--- src/hw/rtl/stg_pkg.sv ---
// shared types, constants and the note period table of the square tone generator
package stg_pkg;

	// stream word layout
	localparam int S_TDATA_W = 40;
	localparam int S_TUSER_W = 2;
	localparam int M_TDATA_W = 40;
	localparam int M_TUSER_W = 2;

	// input field widths
	localparam int OPCODE_W = 2;
	localparam int NOTE_W   = 9;
	localparam int DUR_IN_W = 17;
	localparam int VOL_IN_W = 9;

	// datapath widths
	localparam int SAMPLE_W = 16;
	localparam int PHASE_W  = 27;
	localparam int AMP_W    = 15;
	localparam int VOL_W    = 7;

	localparam int NOTE_MAX    = 127;
	localparam int VOL_MAX     = 100;
	localparam int AMP_PER_VOL = 200;
	localparam int PHASE_ONE   = 65536;

	// opcodes, any other code is a tick
	localparam logic [OPCODE_W-1:0] OP_START = 2'd1;
	localparam logic [OPCODE_W-1:0] OP_STOP  = 2'd2;

	// classified command kinds
	typedef enum logic [1:0] {
		CMD_TICK,
		CMD_START,
		CMD_STOP,
		CMD_REJECT
	} cmd_kind_t;

	// period table: 16000/f in q11.16, rounded
	localparam int NOTE_COUNT = 128;
	localparam int SEMITONES  = 12;
	localparam int ROM_NOTE_BASE   = 189;
	localparam int ROM_SHIFT_BASE  = 6;
	localparam logic [63:0] RATIO_MUL  = 64'd400;
	localparam logic [63:0] ROUND_HALF = 64'd5500000000;
	localparam logic [63:0] ROUND_DIV  = 64'd11000000000;

	typedef logic [63:0] ratio_table_t [SEMITONES];
	typedef logic [PHASE_W-1:0] period_rom_t [NOTE_COUNT];

	// 2^(k/12) scaled by 1e9
	localparam ratio_table_t SEMITONE_RATIO = '{
		64'd1000000000, 64'd1059463094, 64'd1122462048, 64'd1189207115,
		64'd1259921050, 64'd1334839854, 64'd1414213562, 64'd1498307077,
		64'd1587401052, 64'd1681792831, 64'd1781797436, 64'd1887748625
	};

	function automatic period_rom_t build_period_rom();
		period_rom_t rom;
		logic [63:0] num;
		int          m;
		int          q;
		int          k;
		for (int n = 0; n < NOTE_COUNT; n++) begin
			m   = ROM_NOTE_BASE - n;
			q   = m / SEMITONES;
			k   = m % SEMITONES;
			num = (RATIO_MUL * SEMITONE_RATIO[k]) << (q + ROM_SHIFT_BASE);
			rom[n] = PHASE_W'((num + ROUND_HALF) / ROUND_DIV);
		end
		return rom;
	endfunction

	localparam period_rom_t PERIOD_ROM = build_period_rom();

endpackage

--- src/hw/rtl/stg_front.sv ---
// front end: takes input words, checks and clamps start arguments, looks up the note period
module stg_front #(
	parameter int MAX_DURATION_MS = 10000,
	parameter int SAMPLES_PER_MS  = 16,
	parameter int FADE_SAMPLES    = 80,
	parameter int TOTAL_W         = 18,
	parameter int FADE_W          = 7
) (
	input  logic                              in_valid,
	output logic                              in_ready,
	// note_number, duration, volume_percent from bit 0 up
	input  logic [stg_pkg::S_TDATA_W-1:0]     in_data,
	// opcode
	input  logic [stg_pkg::S_TUSER_W-1:0]     in_user,
	input  logic                              q_full,
	output logic                              push,
	output stg_pkg::cmd_kind_t                cmd_kind,
	output logic [TOTAL_W-1:0]                cmd_total,
	output logic [stg_pkg::AMP_W-1:0]         cmd_amp,
	output logic [FADE_W-1:0]                 cmd_fade,
	output logic [stg_pkg::PHASE_W-1:0]       cmd_period
);
	import stg_pkg::*;

	localparam int DUR_W = $clog2(MAX_DURATION_MS + 1);
	localparam int CMP_W = TOTAL_W + FADE_W;

	logic [OPCODE_W-1:0] opcode;
	logic [NOTE_W-1:0]   note_number;
	logic [DUR_IN_W-1:0] dur_in;
	logic [VOL_IN_W-1:0] volume_percent;
	logic                note_bad;
	logic                dur_bad;
	logic [DUR_W-1:0]    dur_c;
	logic [VOL_W-1:0]    vol_c;
	logic [TOTAL_W-1:0]  half;

	assign opcode         = in_user[OPCODE_W-1:0];
	assign note_number    = in_data[NOTE_W-1:0];
	assign dur_in         = in_data[NOTE_W+DUR_IN_W-1:NOTE_W];
	assign volume_percent = in_data[NOTE_W+DUR_IN_W+VOL_IN_W-1:NOTE_W+DUR_IN_W];

	assign in_ready = !q_full;
	assign push     = in_valid && !q_full;

	// sign bit set means negative
	assign note_bad = note_number[NOTE_W-1] || (note_number > NOTE_W'(NOTE_MAX));
	assign dur_bad  = dur_in[DUR_IN_W-1] || (dur_in == '0);

	always_comb begin
		if (dur_in > DUR_IN_W'(MAX_DURATION_MS)) begin
			dur_c = DUR_W'(MAX_DURATION_MS);
		end else begin
			dur_c = DUR_W'(dur_in);
		end
		if (volume_percent[VOL_IN_W-1]) begin
			vol_c = '0;
		end else if (volume_percent > VOL_IN_W'(VOL_MAX)) begin
			vol_c = VOL_W'(VOL_MAX);
		end else begin
			vol_c = VOL_W'(volume_percent);
		end
	end

	assign cmd_total  = TOTAL_W'(dur_c * SAMPLES_PER_MS);
	assign cmd_amp    = AMP_W'(vol_c * AMP_PER_VOL);
	assign half       = cmd_total >> 1;
	assign cmd_fade   = (CMP_W'(half) < CMP_W'(FADE_SAMPLES)) ? FADE_W'(half)
	                                                          : FADE_W'(FADE_SAMPLES);
	assign cmd_period = PERIOD_ROM[note_number[6:0]];

	always_comb begin
		unique case (opcode)
			OP_START: cmd_kind = (note_bad || dur_bad) ? CMD_REJECT : CMD_START;
			OP_STOP:  cmd_kind = CMD_STOP;
			default:  cmd_kind = CMD_TICK;
		endcase
	end

endmodule

--- src/hw/rtl/stg_queue.sv ---
// two-entry command queue between front and back end
module stg_queue #(
	parameter int DATA_W = 8
) (
	input  logic              clk,
	input  logic              arst_n,
	input  logic              push,
	input  logic [DATA_W-1:0] push_data,
	output logic              full,
	input  logic              pop,
	output logic              valid,
	output logic [DATA_W-1:0] pop_data
);
	localparam int DEPTH = 2;

	logic [DATA_W-1:0] mem_q [DEPTH];
	logic              wr_ptr_q;
	logic              rd_ptr_q;
	logic [1:0]        count_q;
	logic              do_push;
	logic              do_pop;

	assign full     = (count_q == 2'(DEPTH));
	assign valid    = (count_q != '0);
	assign pop_data = mem_q[rd_ptr_q];
	assign do_push  = push && !full;
	assign do_pop   = pop && valid;

	always_ff @(posedge clk) begin
		if (do_push) begin
			mem_q[wr_ptr_q] <= push_data;
		end
	end

	always_ff @(posedge clk or negedge arst_n) begin
		if (!arst_n) begin
			wr_ptr_q <= 1'b0;
			rd_ptr_q <= 1'b0;
			count_q  <= '0;
		end else begin
			if (do_push) begin
				wr_ptr_q <= !wr_ptr_q;
			end
			if (do_pop) begin
				rd_ptr_q <= !rd_ptr_q;
			end
			if (do_push && !do_pop) begin
				count_q <= count_q + 2'd1;
			end else if (do_pop && !do_push) begin
				count_q <= count_q - 2'd1;
			end
		end
	end

`ifndef NO_ASSERTIONS
	a_no_overflow: assert property (@(posedge clk) disable iff (!arst_n)
		count_q == 2'd0 || count_q == 2'd1 || count_q == 2'd2)
		else $error("queue count out of range");
	a_count_track: assert property (@(posedge clk) disable iff (!arst_n)
		(do_push && !do_pop) |=> count_q == $past(count_q) + 2'd1)
		else $error("queue count missed a push");
	a_ptr_gap: assert property (@(posedge clk) disable iff (!arst_n)
		(count_q == 2'd1) |-> (wr_ptr_q != rd_ptr_q))
		else $error("queue pointers disagree with count");
`endif

endmodule

--- src/hw/rtl/stg_back.sv ---
// back end: tone state, square wave, serial fade divider and output register
module stg_back #(
	parameter int UPSAMPLE_FACTOR = 3,
	parameter int TOTAL_W         = 18,
	parameter int FADE_W          = 7,
	parameter int REP_W           = 2
) (
	input  logic                          clk,
	input  logic                          arst_n,
	input  logic                          q_valid,
	output logic                          q_pop,
	input  stg_pkg::cmd_kind_t            cmd_kind,
	input  logic [TOTAL_W-1:0]            cmd_total,
	input  logic [stg_pkg::AMP_W-1:0]     cmd_amp,
	input  logic [FADE_W-1:0]             cmd_fade,
	input  logic [stg_pkg::PHASE_W-1:0]   cmd_period,
	output logic                          out_valid,
	input  logic                          out_ready,
	output logic                          out_status,
	output logic                          out_frame,
	output logic [stg_pkg::SAMPLE_W-1:0]  out_sample,
	output logic                          out_last,
	output logic                          out_busy
);
	import stg_pkg::*;

	localparam int CNT_W  = $clog2(AMP_W);
	localparam int PROD_W = AMP_W + FADE_W;

	typedef enum logic [4:0] {
		ST_IDLE  = 5'b00001,
		ST_MUL   = 5'b00010,
		ST_DIV   = 5'b00100,
		ST_FRAME = 5'b01000,
		ST_EMIT  = 5'b10000
	} state_t;

	state_t               state_q;

	// tone state
	logic                 playing_q;
	logic                 stop_pending_q;
	logic [TOTAL_W-1:0]   idx_q;
	logic [TOTAL_W-1:0]   total_q;
	logic [FADE_W-1:0]    fade_q;
	logic [AMP_W-1:0]     amp_q;
	logic [REP_W-1:0]     rep_q;
	logic [PHASE_W-1:0]   phase_q;
	logic [PHASE_W-1:0]   period_q;
	logic [SAMPLE_W-1:0]  held_q;

	// work registers
	logic                 new_smp_q;
	logic                 high_q;
	logic [AMP_W-1:0]     mag_q;
	logic [FADE_W-1:0]    fade_n_q;
	logic [AMP_W-1:0]     dvd_q;
	logic [FADE_W-1:0]    rem_q;
	logic [CNT_W-1:0]     cnt_q;

	// finished result waiting for the output register
	logic                 res_status_q;
	logic                 res_frame_q;
	logic [SAMPLE_W-1:0]  res_sample_q;
	logic                 res_last_q;
	logic                 res_busy_q;

	logic                 out_valid_q;
	logic                 out_status_q;
	logic                 out_frame_q;
	logic [SAMPLE_W-1:0]  out_sample_q;
	logic                 out_last_q;
	logic                 out_busy_q;

	logic [PHASE_W:0]     phase_sum;
	logic                 phase_wrap;
	logic                 fade_in;
	logic                 fade_out;
	logic [PROD_W-1:0]    product;
	logic [FADE_W:0]      trial;
	logic                 trial_ge;
	logic [SAMPLE_W-1:0]  frame_smp;
	logic [REP_W:0]       rep_inc;
	logic [TOTAL_W:0]     idx_inc;
	logic                 tick_stop;
	logic                 smp_done;
	logic                 tone_done;
	logic                 emit;

	assign q_pop = (state_q == ST_IDLE) && q_valid;

	assign phase_sum  = {1'b0, phase_q} + (PHASE_W+1)'(PHASE_ONE);
	assign phase_wrap = phase_sum >= {1'b0, period_q};
	assign fade_in    = (fade_q != '0) && (idx_q < TOTAL_W'(fade_q));
	assign fade_out   = (fade_q != '0) && (idx_q >= total_q - TOTAL_W'(fade_q));

	assign product  = PROD_W'(amp_q) * PROD_W'(fade_n_q);
	assign trial    = {rem_q, dvd_q[AMP_W-1]};
	assign trial_ge = trial >= {1'b0, fade_q};

	assign frame_smp = !new_smp_q ? held_q
	                 : (high_q ? SAMPLE_W'(mag_q) : -SAMPLE_W'(mag_q));
	assign rep_inc   = {1'b0, rep_q} + (REP_W+1)'(1);
	assign idx_inc   = {1'b0, idx_q} + (TOTAL_W+1)'(1);

	// pending stop seen by a tick on a sample boundary
	assign tick_stop = playing_q && (rep_q == '0) && stop_pending_q;
	// last repeat of a source sample, and of the final source sample
	assign smp_done  = rep_inc >= (REP_W+1)'(UPSAMPLE_FACTOR);
	assign tone_done = smp_done && (idx_inc >= {1'b0, total_q});

	// finished word moves into the output register
	assign emit = (state_q == ST_EMIT) && (!out_valid_q || out_ready);

	always_ff @(posedge clk or negedge arst_n) begin
		if (!arst_n) begin
			state_q        <= ST_IDLE;
			playing_q      <= 1'b0;
			stop_pending_q <= 1'b0;
			idx_q          <= '0;
			total_q        <= '0;
			fade_q         <= '0;
			amp_q          <= '0;
			rep_q          <= '0;
			phase_q        <= '0;
			period_q       <= '0;
			held_q         <= '0;
			new_smp_q      <= 1'b0;
			high_q         <= 1'b0;
			mag_q          <= '0;
			fade_n_q       <= '0;
			dvd_q          <= '0;
			rem_q          <= '0;
			cnt_q          <= '0;
			res_status_q   <= 1'b0;
			res_frame_q    <= 1'b0;
			res_sample_q   <= '0;
			res_last_q     <= 1'b0;
			res_busy_q     <= 1'b0;
		end else begin
			unique case (state_q)
				ST_IDLE: if (q_valid) begin
					res_status_q <= (cmd_kind == CMD_REJECT);
					res_frame_q  <= 1'b0;
					res_sample_q <= '0;
					res_last_q   <= (cmd_kind == CMD_TICK) && tick_stop;
					res_busy_q   <= (cmd_kind == CMD_START)
					             || (playing_q && !((cmd_kind == CMD_TICK) && tick_stop));
					case (cmd_kind)
						CMD_START: begin
							total_q        <= cmd_total;
							amp_q          <= cmd_amp;
							fade_q         <= cmd_fade;
							period_q       <= cmd_period;
							phase_q        <= '0;
							idx_q          <= '0;
							rep_q          <= '0;
							held_q         <= '0;
							stop_pending_q <= 1'b0;
							playing_q      <= 1'b1;
							state_q        <= ST_EMIT;
						end
						CMD_REJECT: begin
							state_q <= ST_EMIT;
						end
						CMD_STOP: begin
							if (playing_q) begin
								stop_pending_q <= 1'b1;
							end
							state_q <= ST_EMIT;
						end
						default: begin
							if (!playing_q) begin
								// idle tick: empty result
								state_q <= ST_EMIT;
							end else if (tick_stop) begin
								// stop lands on a sample boundary
								playing_q      <= 1'b0;
								stop_pending_q <= 1'b0;
								state_q        <= ST_EMIT;
							end else if (rep_q == '0) begin
								new_smp_q <= 1'b1;
								high_q    <= {phase_q, 1'b0} < {1'b0, period_q};
								phase_q   <= phase_wrap
								           ? PHASE_W'(phase_sum - {1'b0, period_q})
								           : PHASE_W'(phase_sum);
								if (fade_in) begin
									fade_n_q <= FADE_W'(idx_q);
									state_q  <= ST_MUL;
								end else if (fade_out) begin
									fade_n_q <= FADE_W'(total_q - idx_q);
									state_q  <= ST_MUL;
								end else begin
									mag_q   <= amp_q;
									state_q <= ST_FRAME;
								end
							end else begin
								new_smp_q <= 1'b0;
								state_q   <= ST_FRAME;
							end
						end
					endcase
				end
				ST_MUL: begin
					// quotient fits amp width, so the top bits start below the divisor
					rem_q   <= product[PROD_W-1:AMP_W];
					dvd_q   <= product[AMP_W-1:0];
					cnt_q   <= '0;
					state_q <= ST_DIV;
				end
				ST_DIV: begin
					rem_q <= trial_ge ? FADE_W'(trial - {1'b0, fade_q}) : FADE_W'(trial);
					dvd_q <= {dvd_q[AMP_W-2:0], trial_ge};
					cnt_q <= cnt_q + CNT_W'(1);
					if (cnt_q == CNT_W'(AMP_W - 1)) begin
						mag_q   <= {dvd_q[AMP_W-2:0], trial_ge};
						state_q <= ST_FRAME;
					end
				end
				ST_FRAME: begin
					held_q       <= frame_smp;
					res_frame_q  <= 1'b1;
					res_sample_q <= frame_smp;
					res_last_q   <= tone_done;
					res_busy_q   <= !tone_done;
					if (smp_done) begin
						rep_q <= '0;
						idx_q <= TOTAL_W'(idx_inc);
					end else begin
						rep_q <= REP_W'(rep_inc);
					end
					if (tone_done) begin
						playing_q      <= 1'b0;
						stop_pending_q <= 1'b0;
					end
					state_q <= ST_EMIT;
				end
				ST_EMIT: begin
					if (emit) begin
						state_q <= ST_IDLE;
					end
				end
				default: state_q <= ST_IDLE;
			endcase
		end
	end

	// output register, refilled in the cycle the sink takes the old word
	always_ff @(posedge clk or negedge arst_n) begin
		if (!arst_n) begin
			out_valid_q  <= 1'b0;
			out_status_q <= 1'b0;
			out_frame_q  <= 1'b0;
			out_sample_q <= '0;
			out_last_q   <= 1'b0;
			out_busy_q   <= 1'b0;
		end else begin
			if (emit) begin
				out_valid_q  <= 1'b1;
				out_status_q <= res_status_q;
				out_frame_q  <= res_frame_q;
				out_sample_q <= res_sample_q;
				out_last_q   <= res_last_q;
				out_busy_q   <= res_busy_q;
			end else if (out_ready) begin
				out_valid_q <= 1'b0;
			end
		end
	end

	assign out_valid  = out_valid_q;
	assign out_status = out_status_q;
	assign out_frame  = out_frame_q;
	assign out_sample = out_sample_q;
	assign out_last   = out_last_q;
	assign out_busy   = out_busy_q;

`ifndef NO_ASSERTIONS
	a_stop_needs_tone: assert property (@(posedge clk) disable iff (!arst_n)
		stop_pending_q |-> playing_q)
		else $error("stop pending without a tone");
	a_index_in_tone: assert property (@(posedge clk) disable iff (!arst_n)
		playing_q |-> (idx_q < total_q))
		else $error("sample index ran past the tone");
	a_fade_bounded: assert property (@(posedge clk) disable iff (!arst_n)
		(state_q == ST_FRAME && new_smp_q) |-> (mag_q <= amp_q))
		else $error("faded magnitude above amplitude");
	a_load_from_emit: assert property (@(posedge clk) disable iff (!arst_n)
		$rose(out_valid_q) |-> $past(state_q == ST_EMIT))
		else $error("output loaded outside emit");
`endif

endmodule

--- src/hw/rtl/square_tone_generator_with_fade.sv ---
// top level of the square tone generator with linear fade
//
//  channel  | handshake                   | word contents
//  ---------+-----------------------------+------------------------------------------
//  s_axis   | s_axis_tvalid/s_axis_tready | tuser opcode, tdata note/duration/volume
//  m_axis   | m_axis_tvalid/m_axis_tready | tuser status/frame_valid, tdata samples
//           |                             | and busy_res, tlast last_frame
//
// every input word gives exactly one output word, in order.
// start, stop, rejected start, an idle tick and the tick that ends a stopped
// tone go from idle straight to emit in the back end; a tick that repeats a held
// sample, or starts a sample without fade, passes through frame before emit.
// a tick that starts a faded sample passes through mul, div, frame and emit; the
// fade divider resolves one quotient bit per cycle over the 15-bit amplitude.
// a two-word queue decouples input acceptance from the back end, and the output
// register lets the back end finish the next word while the sink stalls.
// arst_n clears all state but the queue storage; the block comes up idle and silent.
module square_tone_generator_with_fade #(
	parameter int MAX_DURATION_MS = 10000,
	parameter int SAMPLES_PER_MS  = 16,
	parameter int UPSAMPLE_FACTOR = 3,
	parameter int FADE_SAMPLES    = 80
) (
	input  logic                           clk,
	input  logic                           arst_n,
	input  logic                           s_axis_tvalid,
	output logic                           s_axis_tready,
	// note_number [8:0], duration [25:9], volume_percent [34:26], zero fill
	input  logic [stg_pkg::S_TDATA_W-1:0]  s_axis_tdata,
	// opcode [1:0]
	input  logic [stg_pkg::S_TUSER_W-1:0]  s_axis_tuser,
	output logic                           m_axis_tvalid,
	input  logic                           m_axis_tready,
	// left_sample [15:0], right_sample [31:16], busy_res [32], zero fill
	output logic [stg_pkg::M_TDATA_W-1:0]  m_axis_tdata,
	// status [0], frame_valid [1]
	output logic [stg_pkg::M_TUSER_W-1:0]  m_axis_tuser,
	// last_frame
	output logic                           m_axis_tlast
);
	import stg_pkg::*;

	localparam int TOTAL_W = $clog2(MAX_DURATION_MS * SAMPLES_PER_MS + 1);
	localparam int FADE_W  = $clog2(FADE_SAMPLES + 1);
	localparam int REP_W   = $clog2(UPSAMPLE_FACTOR + 1);
	localparam int KIND_W  = $bits(cmd_kind_t);
	localparam int CMD_W   = KIND_W + TOTAL_W + AMP_W + FADE_W + PHASE_W;

	// front end outputs
	logic                 push;
	logic                 q_full;
	cmd_kind_t            f_kind;
	logic [TOTAL_W-1:0]   f_total;
	logic [AMP_W-1:0]     f_amp;
	logic [FADE_W-1:0]    f_fade;
	logic [PHASE_W-1:0]   f_period;

	// queue outputs toward the back end
	logic [CMD_W-1:0]     push_word;
	logic [CMD_W-1:0]     pop_word;
	logic                 q_valid;
	logic                 q_pop;
	cmd_kind_t            b_kind;
	logic [TOTAL_W-1:0]   b_total;
	logic [AMP_W-1:0]     b_amp;
	logic [FADE_W-1:0]    b_fade;
	logic [PHASE_W-1:0]   b_period;

	logic                 out_status;
	logic                 out_frame;
	logic [SAMPLE_W-1:0]  out_sample;
	logic                 out_busy;

	stg_front #(
		.MAX_DURATION_MS (MAX_DURATION_MS),
		.SAMPLES_PER_MS  (SAMPLES_PER_MS),
		.FADE_SAMPLES    (FADE_SAMPLES),
		.TOTAL_W         (TOTAL_W),
		.FADE_W          (FADE_W)
	) u_front (
		.in_valid   (s_axis_tvalid),
		.in_ready   (s_axis_tready),
		.in_data    (s_axis_tdata),
		.in_user    (s_axis_tuser),
		.q_full     (q_full),
		.push       (push),
		.cmd_kind   (f_kind),
		.cmd_total  (f_total),
		.cmd_amp    (f_amp),
		.cmd_fade   (f_fade),
		.cmd_period (f_period)
	);

	assign push_word = {f_period, f_fade, f_amp, f_total, f_kind};

	stg_queue #(
		.DATA_W (CMD_W)
	) u_queue (
		.clk       (clk),
		.arst_n    (arst_n),
		.push      (push),
		.push_data (push_word),
		.full      (q_full),
		.pop       (q_pop),
		.valid     (q_valid),
		.pop_data  (pop_word)
	);

	assign {b_period, b_fade, b_amp, b_total} = pop_word[CMD_W-1:KIND_W];
	assign b_kind = cmd_kind_t'(pop_word[KIND_W-1:0]);

	stg_back #(
		.UPSAMPLE_FACTOR (UPSAMPLE_FACTOR),
		.TOTAL_W         (TOTAL_W),
		.FADE_W          (FADE_W),
		.REP_W           (REP_W)
	) u_back (
		.clk        (clk),
		.arst_n     (arst_n),
		.q_valid    (q_valid),
		.q_pop      (q_pop),
		.cmd_kind   (b_kind),
		.cmd_total  (b_total),
		.cmd_amp    (b_amp),
		.cmd_fade   (b_fade),
		.cmd_period (b_period),
		.out_valid  (m_axis_tvalid),
		.out_ready  (m_axis_tready),
		.out_status (out_status),
		.out_frame  (out_frame),
		.out_sample (out_sample),
		.out_last   (m_axis_tlast),
		.out_busy   (out_busy)
	);

	// both channels carry the same sample
	assign m_axis_tdata = {{(M_TDATA_W - 2 * SAMPLE_W - 1){1'b0}}, out_busy,
	                       out_sample, out_sample};
	assign m_axis_tuser = {out_frame, out_status};

endmodule

--- config.mk ---
export PLATFORM = sky130hd
export DESIGN_NAME = square_tone_generator_with_fade
export DESIGN_NICKNAME = d
export VERILOG_FILES = /design/src/hw/rtl/stg_pkg.sv /design/src/hw/rtl/stg_front.sv /design/src/hw/rtl/stg_queue.sv /design/src/hw/rtl/stg_back.sv /design/src/hw/rtl/square_tone_generator_with_fade.sv
export SDC_FILE = /design/constraint.sdc
export NUM_CORES = 1
export LEC_CHECK = 0
export ABC_AREA = 1
export BUFFER_PORTS_ARGS = -buffer_cell sky130_fd_sc_hd__buf_4
export CELL_PAD_IN_SITES_DETAIL_PLACEMENT = 0
export CELL_PAD_IN_SITES_GLOBAL_PLACEMENT = 1
export CORE_MARGIN = 1
export CORE_UTILIZATION = 43
export DETAILED_ROUTE_END_ITERATION = 7
export PLACE_DENSITY = 0.83
export SLEW_MARGIN = 20
export SYNTH_ARGS = -nofsm -noshare
export SYNTH_HDL_FRONTEND = slang
export SYNTH_SLANG_ARGS = --single-unit
--- constraint.sdc ---
create_clock -name clk -period 3.9 [get_ports clk]
set_input_delay 0.195 -clock clk [delete_from_list [all_inputs] [get_ports clk]]
set_output_delay 0.195 -clock clk [all_outputs]
set_load 0.005 [all_outputs]
* After elaboration in Yosys (flattened, before gate mapping) *
Memories as Yosys holds them, arrays and structs flattened.
Index checks and enable logic that the tools add are counted.
Widths: inputs -> output; s select.

word-level totals
  memories = 2
  bits in read-only memories = 3456
  register bits = 232
  latch bits = 0
  output and inout bits = 45
  logic and storage cells = 226
  RAM bits = 124
  input port bits = 46

cells by class
  equality and inequality tests = 30
  multiplexer cells = 78
  bitwise gates (word level) = 4
  magnitude comparators = 12
  reduce and logical (&&, ||, !) cells = 55
  $mul = 2
  shift-type cells = 0
  divide/modulo/power cells = 0
  add/sub/neg operators = 11

memory list
  memory            words  width  read ports  clocked after memory_dff  wr ports  line             RTL
  (name not given)  128    27     1           0                         0         stg_front.sv:70  assign cmd_period = PERIOD_ROM[note_number[6:0]];
  u_queue.mem_q     2      62     1           0                         1         stg_queue.sv:16  logic [DATA_W-1:0] mem_q [DEPTH];

operators with widths
  kind                    count
  $mux 27                 6
  $mux 15                 8
  $mux 16                 5
  $pmux 16 s2             2
  $pmux 15 s2             2
  $mux 18                 3
  $pmux 27 s2             1
  $mux 7                  6
  $mux 5                  8
  $pmux 18 s2             1
  $add 27x17->28 const B  1
  $ge 28x27->1            1
  $lt 28x27->1            1
  $sub 27x27->27          1
  $pmux 5 s5              1
  $mul 15x7->22           1
  $add 18x1->19 const B   1
  $ge 19x18->1            1
  $ge 18x18->1            1
  $gt 9x7->1 const B      2
  $lt 18x7->1             1
  $ne 2x2->1 const B      9
  $reduce_bool 2->1       9
  $sub 18x7->18           1
  49 further kinds        119

* Logic depth before layout (Yosys ltp) *
  depth after elaboration = 11
  gate-level depth with buffers = 27
  gate-level depth less buffers = 26

* Cells and area by module *
A second synthesis with hierarchy kept.

second synthesis, totals
  cells, all modules = 3791
  area total of the unflattened synthesis = 28215.8 sq um

by module, submodules not included
  module                           seq. area each (sq um)  area an instance (sq um)  cells each  times used
  stg_back                         5706.7                  18400.1                   2489        1
  stg_queue                        4244.1                  5258.8                    392         1
  stg_front                        0.0                     4357.9                    883         1
  square_tone_generator_with_fade  0.0                     198.9                     27          1

* Least setup slack after synthesis *
OpenSTA, ideal clock, no wires.

  kind = register to register
  start point = register u_back.fade_n_q[5]
  end point = register u_back.rem_q[5]
  path buffers = 1
  stages on the path, launching flop included = 21
  setup time = 117 ps
  data arrival time = 4153 ps
  required time = 3783 ps
  setup slack = -369 ps
  period minus slack after synthesis = 4269 ps
  cells stage by stage = dfrtp_1 > clkbuf_1 > nand2_1 > inv_1 > fa_1 > inv_1 > fa_1 > inv_1 > fa_1 > inv_1 > fa_1 > inv_1 > ha_1 > nand2_1 > o21ai_0 > a21oi_1 > or2_2 > nand3_1 > nand3_1 > nand2_1 > nand2_1

between the ends
  longest elaborated chain between the ends = 2

RTL lines
  what                    line             RTL
  start, declared         stg_back.sv:56   logic [FADE_W-1:0] fade_n_q;
  start signal, assigned  stg_back.sv:188  fade_n_q <= FADE_W'(idx_q);
  start signal, assigned  stg_back.sv:191  fade_n_q <= FADE_W'(total_q - idx_q);
  $mul 15x7->22           stg_back.sv:97   assign product = PROD_W'(amp_q) * PROD_W'(fade_n_q);
  $pmux 7 s2              stg_back.sv:141  unique case (state_q)
  end signal, assigned    stg_back.sv:206  rem_q <= product[PROD_W-1:AMP_W];
  end signal, assigned    stg_back.sv:212  rem_q <= trial_ge ? FADE_W'(trial - {1'b0, fade_q}) : FADE_W'(trial);
  end, declared           stg_back.sv:58   logic [FADE_W-1:0] rem_q;

No other way between the ends.
A chain may end at the register's enable or synchronous reset.

* Final worst setup path *
  start point = register u_back.fade_n_q[6]
  end point = register u_back.rem_q[5]

The elaborated chain is that of the path after synthesis.

==> flow_summary.rst <==
.. list-table::
   :header-rows: 1

   * - Metric
     - Value
   * - Run status
     - finished with violations
   * - Violated checks
     - negative setup slack
   * - Total count of hold-check failures in the final report
     - 0
   * - Power per Cell Area
     - 675 mW/mm²
   * - Worst-margin pin slew
     - 1.06 ns
   * - DR DRC count
     - 0
   * - Vias per inst
     - 5.21
   * - Min Clock Period, post-route
     - 4.03 ns
   * - Standard-cell rows
     - 88
   * - Data arrival time of the critical path
     - 4.49 ns
   * - Category of the most critical setup path
     - reg2reg
   * - Number of setup violations in the final report
     - 10
   * - Setup repair after global routing missed its margin
     - true
   * - Clk slew on worst S/H paths
     - 0.06 ns
   * - Fraction of final layout cells with drive strength greater than 1
     - 11.0%
   * - Antenna violations before repair
     - 1
   * - Synthesized instance count
     - 3385
   * - Post-placement worst setup slack
     - -0.301 ns
   * - Peak per-stage delay on the critical path
     - 0.54 ns
   * - Slack of the worst reg-to-reg path
     - -0.13 ns
   * - Cell types with the highest counts after synthesis
     - nand2_1 (1030), inv_1 (476), nor2_1 (273)
   * - Initial DRT Pass Iterations
     - 6
   * - Post-placement cell count
     - 4198
   * - Crit-path max FO
     - 7
   * - Peak VDD IR
     - 406 µV
   * - Via count of the first global-routing pass
     - between 20000 and 25000
   * - Data required time of the worst path
     - around 4.4 ns
   * - Total global-route track usage
     - 23.7%
   * - H-tree level count
     - 2
   * - Post-synth top flop
     - dfrtp_1
   * - Share of the synthesized area in the top cell type
     - 22.0%
   * - Quantity of I/O buffers inserted on ports
     - 78
   * - Pin count of the biggest net entering global routing
     - ~120
   * - Starting density of the core
     - a little over two fifths
   * - Syn-to-layout area delta
     - 15.3%
   * - Worst hold start
     - s_axis_tdata[14]
   * - Warnings from Yosys
     - 0
   * - Sink count of the clock tree
     - 340
   * - Worst clock skew
     - 0.0238 ns
   * - Clock latency on the worst-skew pair
     - 0.56 ns
   * - Final wirelength
     - between 70000 and 80000 µm
   * - Clock root buffer master
     - clkbuf_16
   * - Routed length per instance
     - 16.3 µm
   * - Boundary pin count
     - 91
   * - Min Hold Slack
     - 0.0250 ns
   * - Vias
     - 22400
   * - Min-delay worst type
     - in2reg
   * - Crit path launch type
     - flop
   * - Capture point of the worst reg-to-reg path
     - u_back.rem_q[5]
   * - #FFs+latches synth
     - 340
   * - TritonCTS clock tree
     - done
   * - Share of synthesized registers carrying an async set or reset
     - 65.3%
   * - Half-perimeter wire length after detailed placement
     - 53400 µm
   * - Top cell type by total area after synthesis
     - dfrtp_1
   * - Number of cells traversed by the worst hold path
     - 3
   * - Most prevalent standard cell on the critical path
     - fa_1
   * - Leakage component of the power
     - about 0.015 µW
   * - Remaining global-route overflow
     - 0
   * - Chip Width
     - 244 µm
   * - TNS Setup
     - -0.651 ns
   * - Die outline height
     - 244 µm
   * - Worst Reg2Reg Path Length in Cells
     - 19
   * - Crit. End Element
     - flop
   * - Library cell with the highest instance count after synthesis
     - nand2_1
   * - Number of enable flip-flop cells after synthesis
     - 118
   * - Number of pins with negative max-slew slack in the final report
     - 0
   * - Post-route ant nets
     - 0
   * - Fin crit share
     - 103%
   * - Final estimated routing congestion in global placement
     - 0.993
   * - Non-filler cells in the finished layout
     - 4302
   * - Cells along the critical path
     - nand2_2 > inv_2 > fa_1 > inv_2 > fa_1 > inv_1 > fa_1 > inv_1 > fa_1 > inv_2 > ha_4 > nand2_4 > o21ai_4 > a21oi_4 > or2_4 > nand3_2 > nand3_2 > nand2_1 > nand2_1
   * - NumNets Final
     - 3787
   * - Average cell area after synthesis
     - 7.42 µm²
   * - Peak Freq
     - 248 MHz
   * - Area of the core
     - 0.0577 mm²
   * - Post-route total power
     - 19600 µW
   * - Leading cell types by total area after synthesis
     - dfrtp_1 (22%), nand2_1 (15%), edfxtp_1 (14%), ha_1 (9.1%), inv_1 (7.1%)
   * - Summed instance area of the synthesized netlist
     - 0.0251 mm²
   * - Number of buffers created by CTS
     - 39
   * - Max-capacitance violation count
     - 0
   * - Reg-to-Reg Start
     - u_back.fade_n_q[6]
   * - Tightest slew margin relative to the limit
     - between 20% and 30%
   * - WHS Endpoint
     - u_queue.mem_q[1][7]
   * - Fraction of the yosys area taken by sequential cells
     - ~36%
   * - Post-route setup slack
     - -0.134 ns
   * - Wire length of the first global-routing pass
     - 114000 µm
   * - Die Footprint
     - ~0.06 mm²
   * - Slowest cell on crit path
     - fa_1
   * - First-iteration detailed-routing DRC count
     - around 1700
   * - Max clock buf depth
     - 3
   * - Number of unique standard cell types used by synthesis
     - 55
## state kept, by name, indices dropped and copies added (netlist names), 2 cells and up
signal	count
u_back.dvd_q	15
u_back.rep_q	2
u_queue.count_q	2
u_back.total_q	14
u_back.rem_q	7
u_back.res_sample_q	16
u_back.out_sample	16
u_back.fade_n_q	7
u_back.idx_q	18
u_back.mag_q	15
u_back.phase_q	27
u_queue.mem_q	118
u_back.fade_q	4
u_back.state_q	5
u_back.held_q	16
u_back.period_q	27
u_back.amp_q	12
u_back.cnt_q	4
## routing by layer
| metal | up-vias | GRT usage (%) | part of all wire, % |
|---|---|---|---|
| met5 | - | 0 | 0 |
| met4 | 0 | 6.71 | 2.4 |
| met1 | 10400 | 34.4 | 48 |
| li1 | 11200 | - | - |
| met2 | 625 | 36.6 | 44 |
| met3 | 122 | 3.41 | 5.8 |
## what timing repair did
item,in CTS,in global routing
hold buffers,10,0
gates resized for setup,34,56
endpoints found under the hold margin,86,0
setup buffers,14,7
endpoints found under the setup margin,12,34
pin swaps,30,36
## cells in the final DEF (no fill, tap or decap), drive strengths merged, types with 23 or more instances in the layout
cell type     n
dfrtp       221
nor2        278
nand3       190
o22ai        23
a31oi        68
nand4        59
nor3         34
a21oi       128
xnor2        23
o211ai       34
edfxtp      118
nand2      1033
clkbuf       51
xor2         41
o21ai       172
ha          182
buf         206
fa           54
inv         486
## worst max path at each step
stage | from | endpoint | slack, ns | cells past startpoint
3_3_place_gp | u_back.fade_n_q[6] | u_back.rem_q[5] | -0.22 | 17
5_1_grt | u_back.fade_n_q[6] | u_back.rem_q[6] | -0.30 | 18
2_1_floorplan | u_back.fade_n_q[5] | u_back.rem_q[5] | -0.04 | 20
6_report | u_back.fade_n_q[6] | u_back.rem_q[5] | -0.13 | 19
4_1_cts | u_back.fade_n_q[3] | u_back.rem_q[4] | -0.13 | 17
3_5_place_dp | u_back.fade_n_q[3] | u_back.rem_q[6] | -0.30 | 18
## critical path, delay by kind of cell (launching register included)
family | cells | cell delay, ns
AOI/OAI and AO/OA | 2 | 0.22
DFF | 1 | 0.46
and+or+nand+nor | 7 | 0.65
buffers and inverters | 5 | 0.24
adders and majority gates | 5 | 2.37
## per-stage QoR
stage | util [%] | area, µm²
2_1_floorplan | - | 25300
3_3_place_gp | 46.7 | 27000
3_5_place_dp | 46.7 | 27000
4_1_cts | 49.7 | 28700
5_1_grt | 50.2 | 28900
6_report | 50.2 | 28900
## kinds of logic (layout without fill, tap and decap cells)
group,count (synthesis),after routing,synth area share (%)
and+or+nand+nor,1630,1630,26.8
buffers and inverters,625,769,9.91
AOI/OAI and AO/OA,485,485,11.2
DFF,340,340,36.2
adders and majority gates,236,236,13.4
xor gates and xnor gates,64,64,2.23
muxes,4,4,0.179
other,1,9,0.0149
## where the power goes
part | internal, µW | switching (µW) | total [µW]
clock | 2420 | 1520 | 3940
combinational | 4050 | 6310 | 10400
sequential | 4650 | 598 | 5240
## final cells by class
class	count	area, µm²
repair buffers	216	1720
well taps	765	957
diodes	2	5.00
clock inverters	20	290
clock buffers	51	1100
flip-flops and latches	340	9110
inverters	482	1810
fillers	5740	28800
multi-input cells	2426	13900
(Power assumes the default switching activity.)
